==> config.mk <==
export PLATFORM = sky130hd
export DESIGN_NAME = detection_hit_count_tracker_top
export DESIGN_NICKNAME = d
export VERILOG_FILES = /design/src/rtl/dhct_pkg.sv /design/src/rtl/dhct_table.sv /design/src/rtl/dhct_ctrl.sv /design/src/rtl/detection_hit_count_tracker_top.sv
export SDC_FILE = /design/constraint.sdc
export NUM_CORES = 1
export LEC_CHECK = 0
export ABC_AREA = 1
export BUFFER_PORTS_ARGS = -buffer_cell sky130_fd_sc_hd__buf_4
export CORE_MARGIN = 5
export CORE_UTILIZATION = 50
export DETAILED_ROUTE_END_ITERATION = 7
export PLACE_DENSITY_LB_ADDON = 0.2
export SETUP_SLACK_MARGIN = 0.1
export SYNTH_ARGS = -nofsm -noshare
export SYNTH_HDL_FRONTEND = slang
export SYNTH_SLANG_ARGS = --single-unit
==> constraint.sdc <==
create_clock -name i_clk -period 4.85 [get_ports i_clk]
set_clock_uncertainty 0.15 [all_clocks]
set_input_delay 0.2425 -clock i_clk [delete_from_list [all_inputs] [get_ports i_clk]]
set_output_delay 0.2425 -clock i_clk [all_outputs]
set_load 0.02 [all_outputs]
==> src/rtl/dhct_pkg.sv <==
`default_nettype none
// ----------------------------------------------------------------------------
// dhct_pkg
// Shared types and constants of the detection hit count tracker: the input
// and result words, the table entry, the settings and the sequencer states.
// ----------------------------------------------------------------------------
package dhct_pkg;

    localparam int ID_COUNT  = 32;
    localparam int IDX_W     = (ID_COUNT > 1) ? $clog2(ID_COUNT) : 1;
    localparam int ID_W      = 5;
    localparam int CNT_W     = 8;
    localparam int CFG_IDX_W = 8;
    localparam int CFG_W     = 8;

    localparam logic KIND_DET = 1'b0;
    localparam logic KIND_EOF = 1'b1;

    localparam logic [CFG_IDX_W-1:0] CFG_INC_WEIGHT = CFG_IDX_W'(0);
    localparam logic [CFG_IDX_W-1:0] CFG_DEC_WEIGHT = CFG_IDX_W'(1);
    localparam logic [CFG_IDX_W-1:0] CFG_MAX_COUNT  = CFG_IDX_W'(2);
    localparam logic [CFG_IDX_W-1:0] CFG_THRESHOLD  = CFG_IDX_W'(3);

    localparam logic [CNT_W-1:0] INC_WEIGHT_RST = CNT_W'(1);
    localparam logic [CNT_W-1:0] DEC_WEIGHT_RST = CNT_W'(1);
    localparam logic [CNT_W-1:0] MAX_COUNT_RST  = CNT_W'(10);
    localparam logic [CNT_W-1:0] THRESHOLD_RST  = CNT_W'(5);

    typedef struct packed {
        logic            kind;
        logic [ID_W-1:0] marker_id;
        logic            point_found;
    } t_in_word;

    typedef struct packed {
        logic             report_valid;
        logic [ID_W-1:0]  report_id;
        logic [CNT_W-1:0] report_count;
        logic             last;
    } t_out_word;

    typedef struct packed {
        logic             present;
        logic [CNT_W-1:0] count;
        logic             seen;
        logic             pos_found;
    } t_entry;

    typedef struct packed {
        logic [CNT_W-1:0] inc_weight;
        logic [CNT_W-1:0] dec_weight;
        logic [CNT_W-1:0] max_count;
        logic [CNT_W-1:0] threshold;
    } t_cfg;

    typedef struct packed {
        logic             rd_en;
        logic [IDX_W-1:0] rd_addr;
        logic             wr_en;
        logic [IDX_W-1:0] wr_addr;
        t_entry           wr_data;
    } t_tbl_req;

    typedef enum logic [2:0] {
        ST_IDLE,
        ST_DET_UPD,
        ST_EOF_RD,
        ST_EOF_EV,
        ST_EOF_FLUSH
    } t_state;

endpackage

`default_nettype wire

==> src/rtl/dhct_table.sv <==
`default_nettype none
// ----------------------------------------------------------------------------
// dhct_table
// Marker table: one synchronous memory with a registered read port and a
// written flag per entry, so that an entry never written reads as zero.
// ----------------------------------------------------------------------------
module dhct_table
    import dhct_pkg::*;
(
    input  wire logic     i_clk,
    input  wire logic     i_rst_n,
    input  wire t_tbl_req i_req,
    output t_entry        o_rd_data
);

    t_entry              r_mem [ID_COUNT];
    t_entry              r_rd_data;
    logic [ID_COUNT-1:0] r_written;
    logic                r_rd_written;

    always_ff @(posedge i_clk) begin
        if (i_req.wr_en) begin
            r_mem[i_req.wr_addr] <= i_req.wr_data;
        end
        if (i_req.rd_en) begin
            r_rd_data <= r_mem[i_req.rd_addr];
        end
    end

    always_ff @(posedge i_clk) begin
        if (!i_rst_n) begin
            r_written    <= '0;
            r_rd_written <= 1'b0;
        end else begin
            if (i_req.wr_en) begin
                r_written[i_req.wr_addr] <= 1'b1;
            end
            if (i_req.rd_en) begin
                r_rd_written <= r_written[i_req.rd_addr];
            end
        end
    end

    assign o_rd_data = r_rd_written ? r_rd_data : '0;

endmodule

`default_nettype wire

==> src/rtl/dhct_ctrl.sv <==
`default_nettype none
// ----------------------------------------------------------------------------
// dhct_ctrl
// Sequencer: read-modify-write of one entry per detection, table walk at
// end of frame, one held-back report to mark the last word, output register.
// ----------------------------------------------------------------------------
module dhct_ctrl
    import dhct_pkg::*;
(
    input  wire logic      i_clk,
    input  wire logic      i_rst_n,
    input  wire t_cfg      i_cfg,
    input  wire logic      i_in_valid,
    output logic           o_in_ready,
    input  wire t_in_word  i_in_data,
    output logic           o_out_valid,
    input  wire logic      i_out_ready,
    output t_out_word      o_out_data,
    output t_tbl_req       o_tbl_req,
    input  wire t_entry    i_rd_data
);

    t_state           r_state;
    t_state           n_state;
    logic [IDX_W-1:0] r_idx;
    logic [IDX_W-1:0] r_det_id;
    logic             r_det_pt;
    t_out_word        r_pend;
    logic             r_pend_vld;
    t_out_word        r_out;
    logic             r_out_vld;

    logic             in_acc;
    logic             id_ok;
    logic             slot_free;
    logic             qualify;
    logic             last_idx;
    logic             stall;
    logic [CNT_W-1:0] det_base;
    logic [CNT_W:0]   det_sum;
    logic [CNT_W-1:0] det_cnt;
    t_entry           det_entry;
    t_entry           eof_entry;
    t_out_word        cur_report;
    logic             push;
    t_out_word        push_word;
    logic             pend_load;
    logic             pend_clear;
    logic             idx_step;

    assign in_acc    = i_in_valid && o_in_ready;
    assign id_ok     = int'(i_in_data.marker_id) < ID_COUNT;
    assign slot_free = !r_out_vld || i_out_ready;
    assign last_idx  = int'(r_idx) == ID_COUNT - 1;

    // detection update
    always_comb begin
        det_base            = i_rd_data.present ? i_rd_data.count : '0;
        det_sum             = {1'b0, det_base} + {1'b0, i_cfg.inc_weight};
        det_cnt             = (det_sum > {1'b0, i_cfg.max_count}) ? i_cfg.max_count
                                                                  : det_sum[CNT_W-1:0];
        det_entry.present   = 1'b1;
        det_entry.count     = det_cnt;
        det_entry.seen      = 1'b1;
        det_entry.pos_found = r_det_pt;
    end

    // end of frame aging and report check
    always_comb begin
        eof_entry      = i_rd_data;
        eof_entry.seen = 1'b0;
        if (i_rd_data.present && !i_rd_data.seen) begin
            eof_entry.pos_found = 1'b0;
            if (i_rd_data.count <= i_cfg.dec_weight) begin
                eof_entry.present = 1'b0;
                eof_entry.count   = '0;
            end else begin
                eof_entry.count = i_rd_data.count - i_cfg.dec_weight;
            end
        end
        qualify = i_rd_data.present && i_rd_data.seen && i_rd_data.pos_found &&
                  (i_rd_data.count >= i_cfg.threshold);
        cur_report.report_valid = 1'b1;
        cur_report.report_id    = ID_W'(r_idx);
        cur_report.report_count = i_rd_data.count;
        cur_report.last         = 1'b0;
    end

    assign stall = qualify && r_pend_vld && !slot_free;

    always_comb begin
        n_state = r_state;
        unique case (r_state)
            ST_IDLE: begin
                if (in_acc) begin
                    if (i_in_data.kind == KIND_EOF) begin
                        n_state = ST_EOF_RD;
                    end else if (id_ok) begin
                        n_state = ST_DET_UPD;
                    end
                end
            end
            ST_DET_UPD: n_state = ST_IDLE;
            ST_EOF_RD:  n_state = ST_EOF_EV;
            ST_EOF_EV: begin
                if (!stall) begin
                    n_state = last_idx ? ST_EOF_FLUSH : ST_EOF_RD;
                end
            end
            ST_EOF_FLUSH: begin
                if (slot_free) begin
                    n_state = ST_IDLE;
                end
            end
            default: n_state = ST_IDLE;
        endcase
    end

    always_comb begin
        o_in_ready        = 1'b0;
        o_tbl_req.rd_en   = 1'b0;
        o_tbl_req.rd_addr = r_idx;
        o_tbl_req.wr_en   = 1'b0;
        o_tbl_req.wr_addr = r_idx;
        o_tbl_req.wr_data = eof_entry;
        push              = 1'b0;
        push_word         = r_pend;
        pend_load         = 1'b0;
        pend_clear        = 1'b0;
        idx_step          = 1'b0;
        unique case (r_state)
            ST_IDLE: begin
                o_in_ready        = 1'b1;
                o_tbl_req.rd_en   = i_in_valid && (i_in_data.kind == KIND_DET) && id_ok;
                o_tbl_req.rd_addr = IDX_W'(i_in_data.marker_id);
            end
            ST_DET_UPD: begin
                o_tbl_req.wr_en   = 1'b1;
                o_tbl_req.wr_addr = r_det_id;
                o_tbl_req.wr_data = det_entry;
            end
            ST_EOF_RD: begin
                o_tbl_req.rd_en = 1'b1;
            end
            ST_EOF_EV: begin
                if (!stall) begin
                    o_tbl_req.wr_en = 1'b1;
                    push            = qualify && r_pend_vld;
                    pend_load       = qualify;
                    idx_step        = !last_idx;
                end
            end
            ST_EOF_FLUSH: begin
                if (slot_free) begin
                    push       = 1'b1;
                    pend_clear = 1'b1;
                    if (r_pend_vld) begin
                        push_word.last = 1'b1;
                    end else begin
                        push_word = '{report_valid: 1'b0, report_id: '0,
                                      report_count: '0, last: 1'b1};
                    end
                end
            end
            default: ;
        endcase
    end

    always_ff @(posedge i_clk) begin
        if (!i_rst_n) begin
            r_state    <= ST_IDLE;
            r_pend_vld <= 1'b0;
            r_out_vld  <= 1'b0;
            r_idx      <= '0;
        end else begin
            r_state <= n_state;
            if (pend_load) begin
                r_pend_vld <= 1'b1;
            end else if (pend_clear) begin
                r_pend_vld <= 1'b0;
            end
            if (push) begin
                r_out_vld <= 1'b1;
            end else if (i_out_ready) begin
                r_out_vld <= 1'b0;
            end
            if (in_acc) begin
                r_idx <= '0;
            end else if (idx_step) begin
                r_idx <= r_idx + IDX_W'(1);
            end
        end
    end

    always_ff @(posedge i_clk) begin
        if (in_acc) begin
            r_det_id <= IDX_W'(i_in_data.marker_id);
            r_det_pt <= i_in_data.point_found;
        end
        if (pend_load) begin
            r_pend <= cur_report;
        end
        if (push) begin
            r_out <= push_word;
        end
    end

    assign o_out_valid = r_out_vld;
    assign o_out_data  = r_out;

endmodule

`default_nettype wire

==> src/rtl/detection_hit_count_tracker_top.sv <==
`default_nettype none
// ----------------------------------------------------------------------------
// detection_hit_count_tracker_top
// Confirmation filter for marker detections. A detection word is handled as
// one table read, then one write back; an end-of-frame word walks the table,
// reading and evaluating each entry, then flushes; output back-pressure can
// hold the walk. A word is finished before the next is taken. Reports of one
// frame come out in rising id order, the final one with last set; a frame
// with nothing confirmed gives one word with report_valid low and last set.
// Settings are written by index: 0 increment, 1 decrement, 2 maximum count,
// 3 publish threshold; other indexes are ignored. Write them only when idle.
// ----------------------------------------------------------------------------
module detection_hit_count_tracker_top
    import dhct_pkg::*;
(
    input  wire logic                 i_clk,
    input  wire logic                 i_rst_n,
    input  wire logic                 i_in_valid,
    output logic                      o_in_ready,
    input  wire t_in_word             i_in_data,
    output logic                      o_out_valid,
    input  wire logic                 i_out_ready,
    output t_out_word                 o_out_data,
    input  wire logic                 i_cfg_valid,
    output logic                      o_cfg_ready,
    input  wire logic [CFG_IDX_W-1:0] i_cfg_index,
    input  wire logic [CFG_W-1:0]     i_cfg_data
);

    t_cfg     r_cfg;
    t_tbl_req tbl_req;
    t_entry   tbl_rd_data;

    assign o_cfg_ready = 1'b1;

    always_ff @(posedge i_clk) begin
        if (!i_rst_n) begin
            r_cfg.inc_weight <= INC_WEIGHT_RST;
            r_cfg.dec_weight <= DEC_WEIGHT_RST;
            r_cfg.max_count  <= MAX_COUNT_RST;
            r_cfg.threshold  <= THRESHOLD_RST;
        end else if (i_cfg_valid) begin
            unique case (i_cfg_index)
                CFG_INC_WEIGHT: r_cfg.inc_weight <= i_cfg_data;
                CFG_DEC_WEIGHT: r_cfg.dec_weight <= i_cfg_data;
                CFG_MAX_COUNT:  r_cfg.max_count  <= i_cfg_data;
                CFG_THRESHOLD:  r_cfg.threshold  <= i_cfg_data;
                default: ;
            endcase
        end
    end

    dhct_ctrl u_ctrl (
        .i_clk       (i_clk),
        .i_rst_n     (i_rst_n),
        .i_cfg       (r_cfg),
        .i_in_valid  (i_in_valid),
        .o_in_ready  (o_in_ready),
        .i_in_data   (i_in_data),
        .o_out_valid (o_out_valid),
        .i_out_ready (i_out_ready),
        .o_out_data  (o_out_data),
        .o_tbl_req   (tbl_req),
        .i_rd_data   (tbl_rd_data)
    );

    dhct_table u_table (
        .i_clk     (i_clk),
        .i_rst_n   (i_rst_n),
        .i_req     (tbl_req),
        .o_rd_data (tbl_rd_data)
    );

endmodule

`default_nettype wire
==> results by group, run 1 <==
Timing
  • Final WS setup: about 0.68 ns
  • Tmin final: 4.17 ns
  • Period utilization: 85.9%
  • Fin Setup TNS: 0 ns
  • Max Fclk: 240 MHz
  • Slew headroom: 27.3%
  • Setup violation total in the final timing report: 0
  • Slew Limit Fails: 0
  • RSZ-0062 raised after global routing: no
  • Worst Tran Pin Value: 1.09 ns
  • Final hold viol count: 0

Placed design
  • Routability Congestion: 0.845
  • Pre-CTS WS: just under 0.6 ns
  • DP HPWL: 30.9 mm
  • Port bufs: 44

Detailed routing
  • Post-DRT Antenna Nets: 0
  • 1st-iter DRT viols: between 1500 and 2000
  • Via/cell ratio: 5.63
  • Routed via count: 14200
  • 1st-pass router iterations: 5
  • WL/cell: between 20 and 25 um
  • DRC Markers: 0
  • Final wirelength: between 50 and 60 mm

Worst setup path
  • Worst path required time: 5.07 ns
  • Most frequent cell on the critical path: nand2_1
  • Worst Path Buf+Inv: 2
  • R2R Setup Slk: between 0.6 and 0.7 ns
  • Critical path class: flip-flop to flip-flop
  • Max incr delay on CP: 0.42 ns
  • Worst path cell trace: nand2_2 -> nor2_1 -> ha_1 -> fa_1 -> a31o_2 -> xor2_1 -> inv_1 -> ha_1 -> nand2_1 -> nor2_1 -> nand2_1 -> nand2_1 -> o21ai_0 -> nand2_1 -> nand2_1 -> nand2_1 -> nand2_1 -> nand3_1 -> nand2_1 -> nand3_1 -> nand2_1 -> buf_4
  • Critical Path Fanout Max: 32
  • Slowest CP cell: fa_1
  • Worst path top cell family by delay: simple AND/OR/NAND/NOR gates
  • Setup crit start kind: flip-flop
  • CP Data Arrival Time: 4.39 ns
  • Crit path capture type: flip-flop

Final layout
  • Layout cells sized above 1: 8.33%
  • Final #Nets: 2011
  • FILL cells: 3418
  • Layout overhead on the synthesized area: 12.4%

Synthesis
  • Synth cell types: 44
  • Synth Register Bits: approximately 470
  • Post-Syn Area: 20600 um2
  • Synthesized Nets: just under 2000
  • Seq/Total Area, Yosys: 65.0%
  • Primary FF master, synth: edfxtp_1
  • Post-synthesis async set-or-reset flop share: 0%
  • Syn_area_per_cell: 10.9 um2
  • EDFF count, synth: about 400
  • Ys Warns: 0
  • Syn Inst Count: 1897

Floorplan
  • Die area: roughly 45000 um2
  • Core ar.: 40800 um2
  • Row count: 74
  • Die height: 213 um
  • Io pins: 46
  • Die X: 213 um
  • Initial Util: slightly above 50%

Global route
  • Global-route wire length before repair: 78.2 mm
  • Largest net degree at the start of global routing: 153
  • Total GRT Usage: between 20% and 30%
  • Gr ovfl total: 0
  • Antenna violations before repair: 1
  • Vias in the first global route: approximately 13000

Clock tree
  • CTS buffer count: 48
  • Post-CTS Setup Bufs: 0
  • Root Buffer: clkbuf_16
  • CTS tree: built
  • Sink Count: 472
  • CTS Buffer Depth: 3
  • # H-tree levels: 2
  • Latest clock arrival within the worst-skew pair: 0.58 ns
  • Reg clk slew, reported paths: 0.06 ns

Power
  • Power Density: 406 nW/um2
  • Worst vdd ir: about 0.00021 V
  • P_leak: 9.03 nW

Run status
  • Status: finished, final reports clean

Run
  • Max cap viols: 0

Hold path
  • Hold Path Class: primary input to flip-flop
[state kept, by name, summed over array words and instances, names as in the netlist]
register	count
u_ctrl.o_out_data	15
u_table.r_mem	352
u_ctrl.r_pend	13
u_table.r_rd_data	11
r_cfg	32
u_ctrl.r_pend_vld	1
u_ctrl.r_state	3
u_table.r_written	32
u_ctrl.r_idx	5
u_ctrl.r_det_id	5
u_ctrl.o_out_valid	1
u_ctrl.r_det_pt	1
u_table.r_rd_written	1
[metrics by stage]
stage	cells	hold slack (ns)	util, %	total power, mW	instance area, um2
final	2514	0.105	56.8	9.43	23200
after global routing	2513	0.108	56.8	9.78	23200
after CTS	2513	0.0648	56.8	9.48	23200
after detailed placement	2401	0.298	52.4	5.91	21400
after global placement	2401	0.292	52.4	5.90	21400
after floorplan	1897	0.191	-	5.51	20600
[cell type report]
| type | instances | area, um2 | area share [%] |
|---|---|---|---|
| flip-flops and latches | 472 | 13400 | 57.8 |
| diodes | 1 | 2.50 | 0.0108 |
| well taps | 532 | 666 | 2.87 |
| clock buffers | 64 | 1320 | 5.70 |
| inverters | 203 | 762 | 3.28 |
| clock inverters | 20 | 181 | 0.782 |
| repair buffers | 98 | 843 | 3.63 |
| multi-input cells | 1124 | 6000 | 25.9 |
[cells in the mapped netlist, types with 2 or more instances]
cell / n / share of area [%]
o22ai_1: 8 / 0.24
o211ai_1: 30 / 1.1
buf_6: 9 / 0.49
nand4_1: 16 / 0.48
dfxtp_1: 75 / 7.3
nand2_2: 3 / 0.091
fa_1: 2 / 0.19
o21bai_1: 128 / 4.7
nand3_1: 169 / 4.1
or2_2: 4 / 0.12
xnor2_1: 4 / 0.17
clkbuf_2: 2 / 0.048
clkbuf_1: 38 / 0.69
ha_1: 34 / 2.1
inv_2: 5 / 0.091
a21oi_1: 72 / 1.7
buf_4: 8 / 0.29
inv_1: 195 / 3.5
xor2_1: 5 / 0.21
o21ai_1: 39 / 0.95
buf_2: 37 / 0.90
edfxtp_1: 397 / 58
o21ai_0: 186 / 4.5
nor2_1: 116 / 2.1
nand2_4: 2 / 0.11
a31oi_1: 2 / 0.061
clkinv_1: 3 / 0.055
o21ai_2: 3 / 0.13
nand2_1: 285 / 5.2
buf_1: 4 / 0.073
nor3_1: 3 / 0.073
[cell usage in the layout, fill, tap and decap left out, types with 3 or more instances in the layout]
cell type / count
o21ai_1: 39
nand2_4: 3
dfxtp_1: 75
o21bai_1: 128
a21oi_1: 72
inv_2: 5
xor2_1: 5
o21ai_4: 3
clkbuf_8: 4
o21ai_2: 3
clkbuf_16: 49
bufinv_16: 3
or2_2: 4
xnor2_1: 4
nand2_2: 3
nand3_1: 169
clkinv_2: 8
edfxtp_1: 397
o22ai_1: 8
nor2_1: 116
clkbuf_1: 10
o21ai_0: 184
nand4_1: 16
dlygate4sd3_1: 28
buf_12: 3
clkinv_1: 8
buf_4: 67
inv_1: 195
o211ai_1: 30
nor3_1: 3
ha_1: 34
nand2_1: 283
[power breakdown]
group / total, mW / internal (mW) / switching [mW]
clock network: 3.57 / 2.07 / 1.50
registers: 4.54 / 4.52 / 0.0164
logic: 1.32 / 0.401 / 0.915
[layer usage]
| layer | up-vias | part of all wire, % | GRT usage, % |
|---|---|---|---|
| met2 | 509 | 47 | 36.8 |
| met3 | 75 | 7.3 | 3.82 |
| met4 | 0 | 2.4 | 6.43 |
| met5 | - | 0 | 0 |
| met1 | 6848 | 43 | 31.7 |
| li1 | 6718 | - | - |
[logic make-up after synthesis]
| family | count (synthesis) | share of synthesized area (%) |
|---|---|---|
| adders and majority gates | 36 | 2.25 |
| AOI/OAI and AO/OA | 475 | 13.7 |
| buffers and inverters | 301 | 6.18 |
| DFF | 472 | 65.0 |
| and+or+nand+nor | 603 | 12.5 |
| xor gates and xnor gates | 9 | 0.382 |
| other | 1 | 0.0182 |
[final timing paths]
check	startpoint	to	cells after the start
worst max-delay path	u_table.r_rd_written	u_table.r_mem[2][7]	22
worst min-delay path	i_in_valid	u_ctrl.r_det_id[0]	3
worst max register to register	u_table.r_rd_written	u_table.r_mem[2][7]	22
worst min register to register	u_table.r_written[6]	u_table.r_written[6]	2
[worst min-delay path, cell delays in order]
cell	delay (ns)
buf_4	0.12
inv_1	0.09
nor2_1	0.16
[timing repair]
| action | CTS | global route |
|---|---|---|
| hold buffers | 28 | 0 |
| hold endpoints to repair | 42 | 0 |
| resized for setup | 0 | 1 |
| setup endpoints to repair | 0 | 68 |
(Power assumes the default switching activity.)
==> run 2, diff against run 1 <==
--- a/config.mk
+++ b/config.mk
@@ -8,7 +8,7 @@
 export ABC_AREA = 1
 export BUFFER_PORTS_ARGS = -buffer_cell sky130_fd_sc_hd__buf_4
 export CORE_MARGIN = 5
-export CORE_UTILIZATION = 50
+export CORE_UTILIZATION = 30
 export DETAILED_ROUTE_END_ITERATION = 7
 export PLACE_DENSITY_LB_ADDON = 0.2
 export SETUP_SLACK_MARGIN = 0.1
==> run 2 against run 1 <==
Net effect: clock power rose by 8.7%; power rose by 3.9%; combinational power rose by 5%; largest power group unchanged; die area rose by 63%; first-iteration DRC count fell by 27%; largest cell class unchanged; highest routed layer unchanged; routed wire length rose by 16%; non-clock buffer count rose by 21.
==> results by group, run 2 (synthesis results as in run 1) <==
Final layout
  • Max reg flops: between 300 and 400
  • Layout overhead on the synthesized area: 16.2%
  • Final #Nets: 2038
  • Top flop regs: u_table.r_mem: 352 flops, r_cfg: 32 flops, u_table.r_written: 32 flops
  • Largest Register: u_table.r_mem
  • Layout cells sized above 1: 9.37%
  • Multi-input gate area: 6000 um2
  • Commonest non-fill, non-tap cell in the layout: edfxtp_1
  • Post-layout util: 35.1%
  • FILL cells: around 6800
  • Cell area after layout: 24000 um2
  • FF/Latch Area: ~13000 um2
  • Antenna diode instance count: 0
  • Most frequent cells in the layout: edfxtp_1, nand2_1, inv_1

Global route
  • Total GRT Usage: 15.8%
  • Met1 GRT Util: 20.9%
  • Met2 Use GR: 26.8%
  • Global-route wire length before repair: 89.5 mm
  • Largest net degree at the start of global routing: 87
  • Gr ovfl total: 0
  • Busiest grt layer: met2
  • Antenna violations before repair: 0
  • Vias in the first global route: approximately 14000
  • Met3 Use GR: about 2.7%

Power
  • Sw Share: a little over a quarter
  • Power Density: 408 nW/um2
  • Overall power: 9.80 mW
  • Sw power: 2.64 mW
  • Worst vdd ir: 0.000265 V
  • Clk pwr share: about two fifths
  • P_int: 7.16 mW
  • Flop pwr share: 46.3%
  • P_leak: 9.22 nW
  • Combinational share of power: between 10% and 20%

Placed design
  • Port bufs: 44
  • DP Area: around 22000 um2
  • DP HPWL: 34.7 mm
  • Routability Congestion: 0.818

Detailed routing
  • WL/cell: 20.7 um
  • 1st-pass router iterations: 5
  • DRC Markers: 0
  • Via/cell ratio: 4.90
  • Final wirelength: 60.1 mm
  • Routed via count: 14200
  • 1st-iter DRT viols: 1189
  • Post-DRT Antenna Nets: 0

Timing
  • Fin Setup TNS: 0 ns
  • Tmin final: about 4.4 ns
  • Final hold viol count: 0
  • Worst Tran Pin Value: 1.13 ns
  • Slew headroom: 24.6%
  • RSZ-0062 raised after global routing: no
  • Period utilization: 90.6%
  • Setup violation total in the final timing report: 0
  • Slew Limit Fails: 0
  • Max Fclk: 228 MHz
  • Hold WS: 0.0355 ns

Floorplan
  • Initial Util: ~30%
  • Die X: 272 um
  • Die area: roughly 74000 um2
  • Core ar.: 68500 um2
  • Die height: 272 um
  • Row count: 96
  • Io pins: 46

Clock tree
  • CTS tree: built
  • Reg clk slew, reported paths: 0.06 ns
  • CTS Buffer Depth: 3
  • CTS buffer count: 54
  • Sink Count: 472
  • Post-CTS Setup Bufs: 0
  • Latest clock arrival within the worst-skew pair: 0.61 ns
  • Root Buffer: clkbuf_16
  • # H-tree levels: 2

Worst setup path
  • Crit path capture type: flip-flop
  • Critical path class: flip-flop to flip-flop
  • Worst path required time: 5.08 ns
  • Critical Path Fanout Max: 32
  • Setup crit start kind: flip-flop
  • R2R Setup Slk: 0.46 ns
  • CP Data Arrival Time: 4.63 ns
  • Reg2Reg Depth: 23

Hold path
  • Hold Path Class: primary input to flip-flop
  • Hold depth: 5

Run status
  • Status: finished, final reports clean

Run
  • Max cap viols: 0
==> run 2: final timing paths <==
kind | to | from
setup / recovery | u_table.r_mem[19][7] | u_table.r_rd_written
hold reg to reg | u_table.r_written[23] | u_table.r_written[23]
setup reg to reg | u_table.r_mem[19][7] | u_table.r_rd_written
hold / removal | r_cfg[30] | i_cfg_index[1]
==> run 2: power groups by stage <==
stage / Combinational [mW] / Sequential, mW / Clock [mW]
2_1_floorplan: 0.892 / 4.62 / 0
3_3_place_gp: 1.36 / 4.62 / 0
3_5_place_dp: 1.36 / 4.63 / 0
4_1_cts: 1.39 / 4.54 / 3.98
5_1_grt: 1.53 / 4.54 / 4.16
6_report: 1.38 / 4.54 / 3.88
==> run 2: what timing repair did <==
action / in CTS / in global routing
endpoints found under the setup margin: 0 / 214
endpoints found under the hold margin: 44 / 0
resized for setup: 0 / 1
hold buffers: 28 / 0
==> run 2: final cells by class <==
| cell class | instances | share of cell area (%) |
|---|---|---|
| inverter | 203 | 3.17 |
| clock inverter | 23 | 0.813 |
| timing repair buffer | 119 | 4.33 |
| multi-input combinational | 1124 | 25.0 |
| clock buffer | 76 | 6.14 |
| tap | 882 | 4.60 |
| sequential | 472 | 55.9 |
==> run 2: per-stage QoR <==
| stage | cells | setup WS (ns) |
|---|---|---|
| 2_1_floorplan | 1897 | 0.876 |
| 3_3_place_gp | 2772 | 0.462 |
| 3_5_place_dp | 2772 | 0.427 |
| 4_1_cts | 2899 | 0.398 |
| 5_1_grt | 2899 | 0.160 |
| 6_report | 2899 | 0.457 |
==> run 2: critical path, stage by stage (launching register included) <==
cell and delay [ns]:
dfxtp_1 0.54, nand2_2 0.24, nor2_1 0.16, ha_1 0.30, nand2_1 0.10, nand2_1 0.07
a31o_2 0.22, xor2_1 0.25, inv_1 0.08, ha_1 0.29, nand2_1 0.08, nor2_1 0.06
nand2_1 0.06, nand2_1 0.05, o21ai_0 0.16, nand2_1 0.07, nand2_1 0.06, nand2_1 0.04
nand2_1 0.21, nand3_1 0.29, nand2_1 0.12, nand3_1 0.10, nand2_1 0.10, buf_4 0.31
==> run 2: layer usage <==
| layer | wire [um] | part of all wire, % |
|---|---|---|
| met4 | 1530 | 2.5 |
| met3 | 2750 | 4.6 |
| met2 | 29000 | 48 |
| met5 | 0 | 0 |
| met1 | 26800 | 45 |
